## src/design/psedc_pkg.sv

```systemverilog
// Package for the path segment endpoint clipper: widths, payload types,
// register map and the control structs passed between submodules.
// No dependencies.
package psedc_pkg;

  localparam int COORD_BITS = 32;
  localparam int FRAC_BITS  = 16;

  localparam int RAD_W   = COORD_BITS - 1;         // clip radius, unsigned
  localparam int DIFF_W  = COORD_BITS + 1;         // coordinate difference
  localparam int SQ_W    = 2 * DIFF_W;             // one squared component
  localparam int ACC_W   = SQ_W + 2;               // sum of three squares
  localparam int ROOT_W  = ACC_W / 2;              // distance
  localparam int REM_W   = ROOT_W + 2;             // iteration remainder
  localparam int T_W     = FRAC_BITS + 1;          // fraction incl. exact one
  localparam int NUM_W   = RAD_W + FRAC_BITS;      // divide numerator
  localparam int PROD_W  = DIFF_W + T_W + 1;       // signed diff times fraction
  localparam int CNT_W   = $clog2(ROOT_W + 1);

  localparam int NUM_REGS = 7;
  localparam int ADDR_W   = $clog2(NUM_REGS) + 2;

  localparam logic [ADDR_W-3:0] REG_START_X = 3'd0;
  localparam logic [ADDR_W-3:0] REG_START_Y = 3'd1;
  localparam logic [ADDR_W-3:0] REG_START_Z = 3'd2;
  localparam logic [ADDR_W-3:0] REG_FINAL_X = 3'd3;
  localparam logic [ADDR_W-3:0] REG_FINAL_Y = 3'd4;
  localparam logic [ADDR_W-3:0] REG_FINAL_Z = 3'd5;
  localparam logic [ADDR_W-3:0] REG_RADIUS  = 3'd6;

  typedef logic signed [COORD_BITS-1:0] coord_t;

  typedef struct packed {
    coord_t x;
    coord_t y;
    coord_t z;
    logic   is_new;
  } item_t;

  typedef struct packed {
    coord_t [2:0]     start_c;
    coord_t [2:0]     final_c;
    logic [RAD_W-1:0] radius;
  } cfg_t;

  typedef struct packed {
    logic start;
    logic sqrt_mode;
  } iter_req_t;

  typedef struct packed {
    logic busy;
    logic done;
  } iter_sts_t;

endpackage

```

## src/design/psedc_if.sv

```systemverilog
// Handshake channels of the clipper: path points in, clipped segments out.
// Depends on psedc_pkg.
interface psedc_pt_if import psedc_pkg::*; ();
  logic   valid;
  logic   ready;
  coord_t point_x;
  coord_t point_y;
  coord_t point_z;
  logic   path_start;

  modport source(output valid, point_x, point_y, point_z, path_start, input ready);
  modport sink(input valid, point_x, point_y, point_z, path_start, output ready);
endinterface


```

## src/design/psedc_front.sv

```systemverilog
// Front end: accepts path points, tags path starts and queues them in a
// two-entry FIFO for the back end. Depends on psedc_pkg and psedc_if.
module psedc_front import psedc_pkg::*; (
  input  logic             clk_i,
  input  logic             rst_ni,
  psedc_pt_if.sink         pt_i,
  output item_t            head_o,
  output logic             head_valid_o,
  input  logic             pop_i
);

  item_t      fifo_q [2];
  logic [1:0] cnt_q, cnt_d;
  logic       wr_q, rd_q;
  logic       seen_q;
  logic       push;

  assign pt_i.ready   = (cnt_q != 2'd2);
  assign push         = pt_i.valid && pt_i.ready;
  assign head_o       = fifo_q[rd_q];
  assign head_valid_o = (cnt_q != 2'd0);

  always_comb begin
    cnt_d = cnt_q;
    if (push && !pop_i) begin
      cnt_d = cnt_q + 2'd1;
    end else if (!push && pop_i) begin
      cnt_d = cnt_q - 2'd1;
    end
  end

  always_ff @(posedge clk_i or negedge rst_ni) begin
    if (!rst_ni) begin
      cnt_q  <= '0;
      wr_q   <= 1'b0;
      rd_q   <= 1'b0;
      seen_q <= 1'b0;
    end else begin
      cnt_q <= cnt_d;
      if (push) begin
        wr_q   <= ~wr_q;
        seen_q <= 1'b1;
      end
      if (pop_i) begin
        rd_q <= ~rd_q;
      end
    end
  end

  // first word after reset always opens a path
  always_ff @(posedge clk_i) begin
    if (push) begin
      fifo_q[wr_q] <= '{x: pt_i.point_x, y: pt_i.point_y, z: pt_i.point_z,
                        is_new: pt_i.path_start || !seen_q};
    end
  end

endmodule

```

## src/flat_wrapper.sv

```systemverilog
// flat-port wrapper written by rule: the top's interface ports become plain ports
module psedc_front_flat import psedc_pkg::*;
  (clk_i, rst_ni, head_o, head_valid_o, pop_i, pt_i_valid, pt_i_point_x, pt_i_point_y, pt_i_point_z, pt_i_path_start, pt_i_ready);
  psedc_pt_if pt_i_i ();
  input  logic clk_i;
  input  logic rst_ni;
  output item_t head_o;
  output logic head_valid_o;
  input  logic pop_i;
  input wire logic [$bits(pt_i_i.valid)-1:0] pt_i_valid;
  input wire logic [$bits(pt_i_i.point_x)-1:0] pt_i_point_x;
  input wire logic [$bits(pt_i_i.point_y)-1:0] pt_i_point_y;
  input wire logic [$bits(pt_i_i.point_z)-1:0] pt_i_point_z;
  input wire logic [$bits(pt_i_i.path_start)-1:0] pt_i_path_start;
  output wire logic [$bits(pt_i_i.ready)-1:0] pt_i_ready;
  assign pt_i_i.valid = pt_i_valid;
  assign pt_i_i.point_x = pt_i_point_x;
  assign pt_i_i.point_y = pt_i_point_y;
  assign pt_i_i.point_z = pt_i_point_z;
  assign pt_i_i.path_start = pt_i_path_start;
  assign pt_i_ready = pt_i_i.ready;
  psedc_front u_core (.clk_i(clk_i), .rst_ni(rst_ni), .pt_i(pt_i_i), .head_o(head_o), .head_valid_o(head_valid_o), .pop_i(pop_i));
endmodule
```

## config.mk

```make
export PLATFORM = sky130hd
export DESIGN_NAME = psedc_front_flat
export DESIGN_NICKNAME = d
export VERILOG_FILES = /design/src/design/psedc_pkg.sv /design/src/design/psedc_if.sv /design/src/design/psedc_front.sv /design/src/flat_wrapper.sv
export SDC_FILE = /design/constraint.sdc
export NUM_CORES = 1
export LEC_CHECK = 0
export BUFFER_PORTS_ARGS = -buffer_cell sky130_fd_sc_hd__buf_2
export CAP_MARGIN = 5
export CORE_ASPECT_RATIO = 0.7
export CORE_MARGIN = 3
export CORE_UTILIZATION = 45
export DETAILED_ROUTE_END_ITERATION = 10
export GPL_ROUTABILITY_DRIVEN = 0
export PLACE_DENSITY = 0.76
export SLEW_MARGIN = 20
export SYNTH_ARGS = -nofsm -noshare
export SYNTH_HDL_FRONTEND = slang
export SYNTH_SLANG_ARGS = --single-unit
```

## constraint.sdc

```tcl
create_clock -name clk_i -period 6.2 [get_ports clk_i]
set_clock_uncertainty 0.05 [all_clocks]
set_input_delay 0 -clock clk_i [delete_from_list [all_inputs] [get_ports clk_i]]
set_output_delay 0 -clock clk_i [all_outputs]
set_load 0.01 [all_outputs]
```

==> results of run 1 <==
## final cells by class
class / count / share of cell area, %
flip-flops and latches: 199 / 59.0
repair buffers: 304 / 20.3
multi-input cells: 111 / 12.7
clock buffers: 18 / 4.25
well taps: 200 / 2.48
clock inverters: 14 / 1.23
inverters: 2 / 0.0744
## layout by cell type (no fill, tap or decap)
cell type and instances:
sky130_fd_sc_hd__buf_2 199, sky130_fd_sc_hd__edfxtp_1 194, sky130_fd_sc_hd__dlygate4sd3_1 101, sky130_fd_sc_hd__mux2_2 77
sky130_fd_sc_hd__mux2_4 20, sky130_fd_sc_hd__clkbuf_16 17, sky130_fd_sc_hd__dfrtp_1 4, sky130_fd_sc_hd__nand2b_1 3
sky130_fd_sc_hd__xor2_1 3, sky130_fd_sc_hd__clkinv_1 3, sky130_fd_sc_hd__inv_6 3, sky130_fd_sc_hd__buf_4 3
sky130_fd_sc_hd__inv_1 2, sky130_fd_sc_hd__xnor2_1 2, sky130_fd_sc_hd__clkinv_2 2, sky130_fd_sc_hd__inv_8 2
sky130_fd_sc_hd__clkinvlp_4 2, sky130_fd_sc_hd__nand2_1 1, sky130_fd_sc_hd__and3_4 1, sky130_fd_sc_hd__or2_2 1
sky130_fd_sc_hd__nor2_4 1, sky130_fd_sc_hd__nor2_1 1, sky130_fd_sc_hd__ha_1 1, sky130_fd_sc_hd__bufinv_16 1
sky130_fd_sc_hd__clkbuf_1 1, sky130_fd_sc_hd__clkinv_4 1, sky130_fd_sc_hd__buf_12 1, sky130_fd_sc_hd__dfrtp_4 1
## through the flow
step           hold slack [ps]  utilization, %
5_1_grt                    228            64.3
6_report                   242            64.3
2_1_floorplan             -346               -
4_1_cts                    222            64.3
3_3_place_gp              -235            54.2
3_5_place_dp              -228            54.4
## worst min-delay path by stage
stage,end,depth (start not counted),slack [ps],start
after global routing,u_core.fifo_q[0][56]$_DFFE_PP_,2,230,pt_i_point_y[23]
after floorplan,u_core.cnt_q[0]$_DFFE_PN0P_,0,-350,rst_ni
after global placement,u_core.cnt_q[1]$_DFFE_PN0P_,1,-230,rst_ni
final,u_core.fifo_q[0][26]$_DFFE_PP_,2,240,pt_i_point_z[25]
after detailed placement,u_core.cnt_q[1]$_DFFE_PN0P_,1,-230,rst_ni
after CTS,u_core.fifo_q[0][54]$_DFFE_PP_,2,220,pt_i_point_y[21]
## repair_timing
item	CTS	global route
setup buffers	0	0
setup endpoints to repair	0	0
hold buffers	101	0
endpoints found under the hold margin	203	0
## state kept, by name (all words and copies together), names as in the netlist
| signal | flops |
|---|---|
| u_core.seen_q | 1 |
| u_core.cnt_q | 2 |
| u_core.wr_q | 1 |
| u_core.rd_q | 1 |
| u_core.fifo_q | 194 |
## layer usage
| layer | share of wire, % | vias up | routed length (microns) | track usage, % |
|---|---|---|---|---|
| met5 | 0 | - | 0 | 0 |
| met3 | 7.1 | 24 | 1040 | 5.55 |
| met1 | 42 | 1990 | 6200 | 19.9 |
| met4 | 2.0 | 0 | 291 | 6.48 |
| met2 | 49 | 157 | 7150 | 27.8 |
| li1 | - | 1901 | - | - |
## power breakdown
part           switching, mW  total (mW)  leakage, nW  internal (mW)
Sequential             0.139        1.98         1.86           1.84
Combinational          0.647        1.27         1.75          0.627
Clock                  0.472        1.03        0.267          0.558
## cells by family after synthesis
group	synth area share [%]
multiplexers	16.0
AND/OR/NAND/NOR	0.583
buffers and inverters	1.20
XOR/XNOR	0.600
adder cells (fa/ha/maj)	0.171
flip-flops	81.5
## worst max-delay path, cell delays in order, from the launching register on
cell and delay (ps):
sky130_fd_sc_hd__dfrtp_4 870, sky130_fd_sc_hd__buf_4 710, sky130_fd_sc_hd__mux2_2 430, sky130_fd_sc_hd__buf_2 150
==> run summary, run 1 <==
The flow ran to the end, and the final reports show no timing, DRC or antenna violations. Setup repair after global routing left no endpoint under its margin. In the final design database the tool counted 737 nets. Top flip-flop cell by instance count after synthesis: sky130_fd_sc_hd__edfxtp_1. In this run, synthesis inferred 194 flip-flops with an integrated enable. Across the whole layout, storage elements account for 0.00595 sq mm. The later pin in the worst-skew pair is clocked with a latency of 420 ps. The tool flagged a number of max-cap violations equal to 0. The detailed-route wire length is 14700 microns, and the net count of the mapped netlist is 425.

For this run, the top clock speed supported by timing is 367 MHz. The worst-case headroom to the max-slew limit came out at 49.7%. The total die area was 0.0178 sq mm. After detailed routing, the average wire length per cell comes to 17.3 microns.

The routed design could run at a clock period as short as 2720 ps. Terminus of the critical flop-to-flop path: u_core.fifo_q[0][9]$_DFFE_PP_. For the count of final hold-check violations, the log shows 0. In this run, CTS created clock tree buffers numbering 17.

The run gives 15 as the count of distinct cell types in the synthesized netlist. The logs give 199 for the total number of clock tree sinks and 81.5% for the sequential fraction of the synthesis area. The worst register-to-register path has a depth of 5. After synthesis the cells add up to 0.00730 sq mm. STA puts the critical path data required time at 6150 ps. Total power for the finished layout comes to 4.28 mW. In this run the worst hold path is classified as in2reg. TritonCTS built the clock tree. The run gives 323 as the cell count after synthesis. The tools report the number of synthesis warnings as 0. The critical path is of the reg2out type. After clock tree synthesis, the clock-pin slew on the worst setup and hold paths is 70 ps. The initial antenna violation count came out at 0. The final antenna diode count was 0.

The logs give 0 for the residual DRC count and 0 for the final count of pins violating max slew. Counting the fill cells in the layout gives 1071. The run gives 4 as the H-tree depth. Start of the worst register-to-register path: u_core.cnt_q[0]$_DFFE_PN0P_. The critical path ends at head_o[86]. 200 I/O pins were placed. Summed over all layers, the global routing overflow is 0.

The run gives 57 as the pin count of the biggest net entering global routing. After synthesis, the share of flip-flops with an asynchronous set or reset is 2.51%. OpenSTA, run right after detailed placement, puts the worst setup slack at 3620 ps. The first global-routing pass estimated 22300 microns of wire. The overall fraction of global-route tracks in use is 16.6%. The biggest area contributor in the post-synthesis netlist is sky130_fd_sc_hd__edfxtp_1. sky130_fd_sc_hd__edfxtp_1 is the most common cell in the netlist. The count of cells in the finished layout, fillers not included, comes to 848.

The layout overhead on the synthesized area is 38.2%, and the worst-case vdd ir drop is 0.000305 V. The areal power density over the cells is 424 mW/mm^2. The quantity of I/O buffers inserted on ports works out to 199.

In this run the standard cell core region covers 0.0157 sq mm. The kind of start point of the critical path is a flip-flop. The initial utilization of the core area, before any placement, comes to 46.6%. In this run the biggest area consumer among cell types represents 79.8% of the synthesized area. For the total area of multi-input combinational cells, the log shows 0.00128 sq mm.

The width of the die was 158 microns. Counting tap cells, the placed design contains a total of 715 instances. The clock passes through at most 2 buffers.

In this run the remaining antenna-violating nets after routing total 0. The analysis attributes to cell leakage a power of 3.88 nW. The tools report the element type at the critical path end as a primary output. The iteration-0 DRC count of the detailed router was 293. After routing the design area is 0.0101 sq mm.

The fraction of layout cells with a size suffix above 1 is 51.2%, and the arrival time at the worst endpoint is 2670 ps. In this run the worst setup path begins at u_core.rd_q$_DFFE_PN0P_. Of all nets on the critical path, the largest fanout is 55.

The commonest cells after synthesis are 194 x sky130_fd_sc_hd__edfxtp_1, 77 x sky130_fd_sc_hd__mux2_2, 20 x sky130_fd_sc_hd__mux2_4. The total half-perimeter wirelength after legalization and detailed placement is 9020 microns. Post-CTS repair changed the size of 0 cells. The via count of the first global-routing pass is 4374.

After synthesis, the cell types taking the most area are sky130_fd_sc_hd__edfxtp_1 80%, sky130_fd_sc_hd__mux2_2 12%, sky130_fd_sc_hd__mux2_4 4.1%. Dividing the synthesized area by the synthesized cell count gives 22.6 sq um. The synthesized design contains 199 register bits. The overall die height is 113 microns.

Reg-to-reg setup timing slack: 3610 ps. After floorplanning, the core was divided into 38 placement rows. Setup violations remaining at the end of the flow were counted as 0. The buffer type at the clock tree root was sky130_fd_sc_hd__clkbuf_16.

For the final routed database, the setup TNS stands at 0 ps. The total placed instance area was 0.00853 sq mm; the iteration count of the initial detailed-routing pass was 4. The slew of the pin with the lowest slew margin was 755 ps; the share of the clock period used by the worst path after layout was 43.9%. In the routed layout, each cell is associated on average with a via count of 4.80.

The final route contains 4072 vias. The final worst setup slack came out at 3480 ps.
Note: power is estimated with default switching activity, not from simulation.
==> run 2: changes to the inputs <==
--- a/config.mk
+++ b/config.mk
@@ -5,6 +5,7 @@
 export SDC_FILE = /design/constraint.sdc
 export NUM_CORES = 1
 export LEC_CHECK = 0
+export ABC_AREA = 1
 export BUFFER_PORTS_ARGS = -buffer_cell sky130_fd_sc_hd__buf_2
 export CAP_MARGIN = 5
 export CORE_ASPECT_RATIO = 0.7
@@ -12,7 +13,7 @@
 export CORE_UTILIZATION = 45
 export DETAILED_ROUTE_END_ITERATION = 10
 export GPL_ROUTABILITY_DRIVEN = 0
-export PLACE_DENSITY = 0.76
+export PLACE_DENSITY = 0.79
 export SLEW_MARGIN = 20
 export SYNTH_ARGS = -nofsm -noshare
 export SYNTH_HDL_FRONTEND = slang
==> constraint.sdc (replaced) <==
create_clock -name clk_i -period 2.3 [get_ports clk_i]
set_clock_uncertainty 0.05 [all_clocks]
set_input_delay 0 -clock clk_i [delete_from_list [all_inputs] [get_ports clk_i]]
set_output_delay 0 -clock clk_i [all_outputs]
set_load 0.01 [all_outputs]
==> run 2 against run 1 <==
Compared with the run above: clock power increased to 3.0 times the previous value; hold slack improved by 14 ps; highest routed layer unchanged; cell area increased by 1.4%.
==> run summary, run 2 <==
The flow ran to the end, and the final reports show no timing, DRC or antenna violations. Entering global routing, the biggest net connects 70 pins. The sum of buffers and inverters on the critical path came out at 2. In the layout the commonest cells are 199 x sky130_fd_sc_hd__buf_2, 194 x sky130_fd_sc_hd__edfxtp_1, 101 x sky130_fd_sc_hd__dlygate4sd3_1, 77 x sky130_fd_sc_hd__mux2_2, 20 x sky130_fd_sc_hd__mux2_4. In this run switching power makes up 28.7% of total power. The pre-antenna-repair detailed-routing pass consisted of 6 iterations.

Counting instances, the worst hold path has a depth of 2. Once the floorplan was initialized, standard cells occupied 46.7% of the core. The maximum clock frequency came out at 501 MHz. The die covers 0.0179 sq mm. After detailed routing, the average wire length per cell comes to 17.8 microns. For this run, asynchronously set or reset flops after synthesis account for 2.51%. The endpoint identified for the worst register-to-register timing path is u_core.cnt_q[1]$_DFFE_PN0P_. The clock edge transition at the registers on the reported setup and hold paths was 70 ps; the detailed-route wire length was 15300 microns. The via count of the first global-routing pass was 4526.

The number of setup buffers added after CTS is 0. Data on the critical path is required at its endpoint by 2250 ps. In this run the core area contains 38 standard-cell rows. The H-tree was split into 4 levels. The flip-flop count of the largest register after layout is 194.

In this run, post-CTS repair resized a total of 0 instances. The critical path is of the reg2out type. For the number of nets at the end of the flow, the log shows 749.

TritonCTS built the clock tree. Setup repair after global routing left no endpoint under its margin. The worst setup path is launched from a flip-flop. Sorting the synthesized cells by area gives the leading types as sky130_fd_sc_hd__edfxtp_1 80%, sky130_fd_sc_hd__mux2_2 12%, sky130_fd_sc_hd__mux2_4 4.1%. The die is 113 microns tall. The worst path in the final design needs a cycle of 2000 ps, including I/O delays and setup. The path with the worst hold slack has its endpoint at u_core.fifo_q[0][70]$_DFFE_PP_. The worst reg-to-reg path cell count is 9. After the first detailed-routing iteration, the DRC count stood at 175.

The vias per cell was 4.79. The cell count after synthesis is 332. The count of distinct cell types in the synthesized netlist was 15. The most common library cell in the layout ignoring fill and taps is sky130_fd_sc_hd__buf_2.

In this run the clock root is driven by a sky130_fd_sc_hd__clkbuf_16. The analysis attributes to cell leakage a power of 3.97 nW. The tools report the worst-case headroom to the max-slew limit as 73.6%.

The register with the most flip-flops in the final layout is u_core.fifo_q. By count the netlist is led by 194 x sky130_fd_sc_hd__edfxtp_1, 77 x sky130_fd_sc_hd__mux2_2, 20 x sky130_fd_sc_hd__mux2_4. For the pin with the worst max-slew slack, the measured transition is 396 ps. The floorplan step set the die width to 158 microns. Across every metal layer, demand over resource in global routing totals 17.2%.

The master of the slowest instance on the critical path was sky130_fd_sc_hd__dfrtp_4. Per report_power, the combinational group accounts for 30.6% of the total. The startpoint of the lowest-slack hold path is pt_i_point_x[5].

The completed layout was analyzed and its total power is 11.9 mW. The internal portion of total power was 8.52 mW; the total placed instance area was 0.00862 sq mm. The final count of pins violating max slew is 0, and the layout overhead on the synthesized area is 39.8%.

For this run the aggregate overflow at the end of global routing stands at 0. The register area came out at 0.00595 sq mm. The count of final hold-check violations was 0. For this block, the via count after detailed routing is 4101. The run gives 17 as the total clock buffers created by CTS. 200 I/O pins were placed.

The leading area contributor after synthesis is sky130_fd_sc_hd__edfxtp_1. Clock latency of the later-clocked register in the worst-skew pair: 420 ps. For flop-to-flop paths, the worst setup slack is 720 ps. Setup violations remaining at the end of the flow were counted as 0. Element type at the critical path end: a primary output. In the synthesized netlist the dominant register cell turns out to be sky130_fd_sc_hd__edfxtp_1. On the worst path, the slowest cell contributes a delay of 670 ps.

The net count of the mapped netlist was 434. The number of flops mapped to enable cells by yosys was 194; the switching power was 3.42 mW. The tools report the start of the worst register-to-register path as u_core.cnt_q[0]$_DFFE_PN0P_. The signal on the critical path passes through buf_4, mux2_2, buf_2. Synthesis inferred 199 register bits. The logs give 81.3% for the sequential fraction of the synthesis area and 0 for the initial antenna violation count. After legalization and detailed placement, the total HPWL measured 9060 microns. Buffers inserted to repair hold after CTS numbered 101.

The tools report the sequential share of power as 43.9%. The final-layout fill cell count is 1054, and the final antenna diode count is 0. The number of maximum-capacitance constraint violations was 0; the summed instance area of the synthesized netlist was 0.00732 sq mm.

For the aggregate negative setup slack, the log shows 0 ps. The finished cells cover 0.0102 sq mm. The wire length of the first global-routing pass came out at 23500 microns. In this run the worst hold path is classified as in2reg.

For the core occupancy in the finished layout, the log shows 65.2%. The maximum number of buffers from clock root to sink is 2, and the areal power density over the cells is 1170 mW/mm^2. The Yosys step of the flow raised 0 warnings. Along the worst path, the maximum fanout reaches 22. sky130_fd_sc_hd__edfxtp_1 is the most common cell in the netlist. The top-area cell type share of the netlist area was 79.6%; the clock power share was 25.5%. The worst-case vdd ir drop is 0.000796 V, and the quantity of I/O buffers inserted on ports is 199. Grouping stages by cell kind, the critical path spends the most delay in flip-flops. The mean instance size in the synthesized netlist was 22.1 sq um; the share of the clock period used by the worst path after layout was 86.8%. Once detail routing completed, the nets flagged for antenna violations numbered 0. CTS saw 199 sinks. The fraction of layout cells with a size suffix above 1 is 51.3%, and the placeable core region is 0.0157 sq mm. In the final layout, the registers with the most flip-flops are u_core.fifo_q: 194 flops, u_core.cnt_q: 2 flops.

In the final layout, the multi-input gates occupy 0.00129 sq mm. The residual DRC count is 0. STA puts the critical path data arrival time at 1950 ps.
run 2: changes by cell type in the layout (fill, tap and decap cells not counted), sizes merged, moves of 2 or more:
cell,change
clkinv,-2
nand2b,-3
nand2,+7
inv,+4
buf,+3
bufinv,+3
run 2: worst register-to-register path, delay by kind of cell (launching register included):
family | cells | cell delay, ps
AND/OR/NAND/NOR | 5 | 440
flip-flops | 1 | 420
adder cells (fa/ha/maj) | 1 | 310
buffers and inverters | 3 | 270
run 2: power groups by stage:
stage	sequential [mW]	clock, mW	combinational [mW]
final	5.24	3.05	3.66
after global routing	5.31	3.26	3.94
after CTS	5.23	3.12	3.68
after detailed placement	5.31	0	3.52
after global placement	5.26	0	3.47
after floorplan	5.18	0	2.33
run 2: worst max-delay path by stage:
stage                                           start                        endpoint  slack, ps  depth (start not counted)
after floorplan           u_core.cnt_q[0]$_DFFE_PN0P_   u_core.fifo_q[0][0]$_DFFE_PP_       -220                          4
after global placement        u_core.rd_q$_DFFE_PN0P_                      head_o[54]        760                          3
after detailed placement  u_core.cnt_q[0]$_DFFE_PN0P_  u_core.fifo_q[0][58]$_DFFE_PP_        730                          5
after CTS                     u_core.rd_q$_DFFE_PN0P_                      head_o[89]        280                          3
after global routing          u_core.rd_q$_DFFE_PN0P_                      head_o[89]        200                          3
final                         u_core.rd_q$_DFFE_PN0P_                      head_o[94]        300                          3
run 2: final cells by class:
type	instances	area share, %
clock buffers	17	4.16
clock inverters	12	1.71
inverters	8	0.293
multi-input cells	114	12.6
flip-flops and latches	199	58.2
well taps	200	2.44
repair buffers	307	20.6
run 2: kinds of logic after synthesis:
logic type / count (synthesis) / share of synthesized area [%]
xor+xnor: 3 / 0.359
fa+ha+maj: 1 / 0.171
buf+inv: 19 / 1.50
flops: 199 / 81.3
mux: 97 / 15.9
simple gates: 13 / 0.752
run 2: metal layers:
metal | vias to the layer above | global-route usage (%) | wire, microns | share of wire (%)
met5 | - | 0 | 0 | 0
met4 | 0 | 4.53 | 138 | 0.90
met3 | 12 | 5.70 | 874 | 5.7
met2 | 132 | 29.7 | 7800 | 51
met1 | 2034 | 20.9 | 6480 | 42
li1 | 1923 | - | - | -
run 2: stage by stage:
stage                     setup slack (ps)  hold slack, ps  std cells
after floorplan                       -224            -346        332
after global placement                 759            -226        727
after detailed placement               733            -222        727
after CTS                              278             228        857
after global routing                   203             239        857
final                                  303             256        857
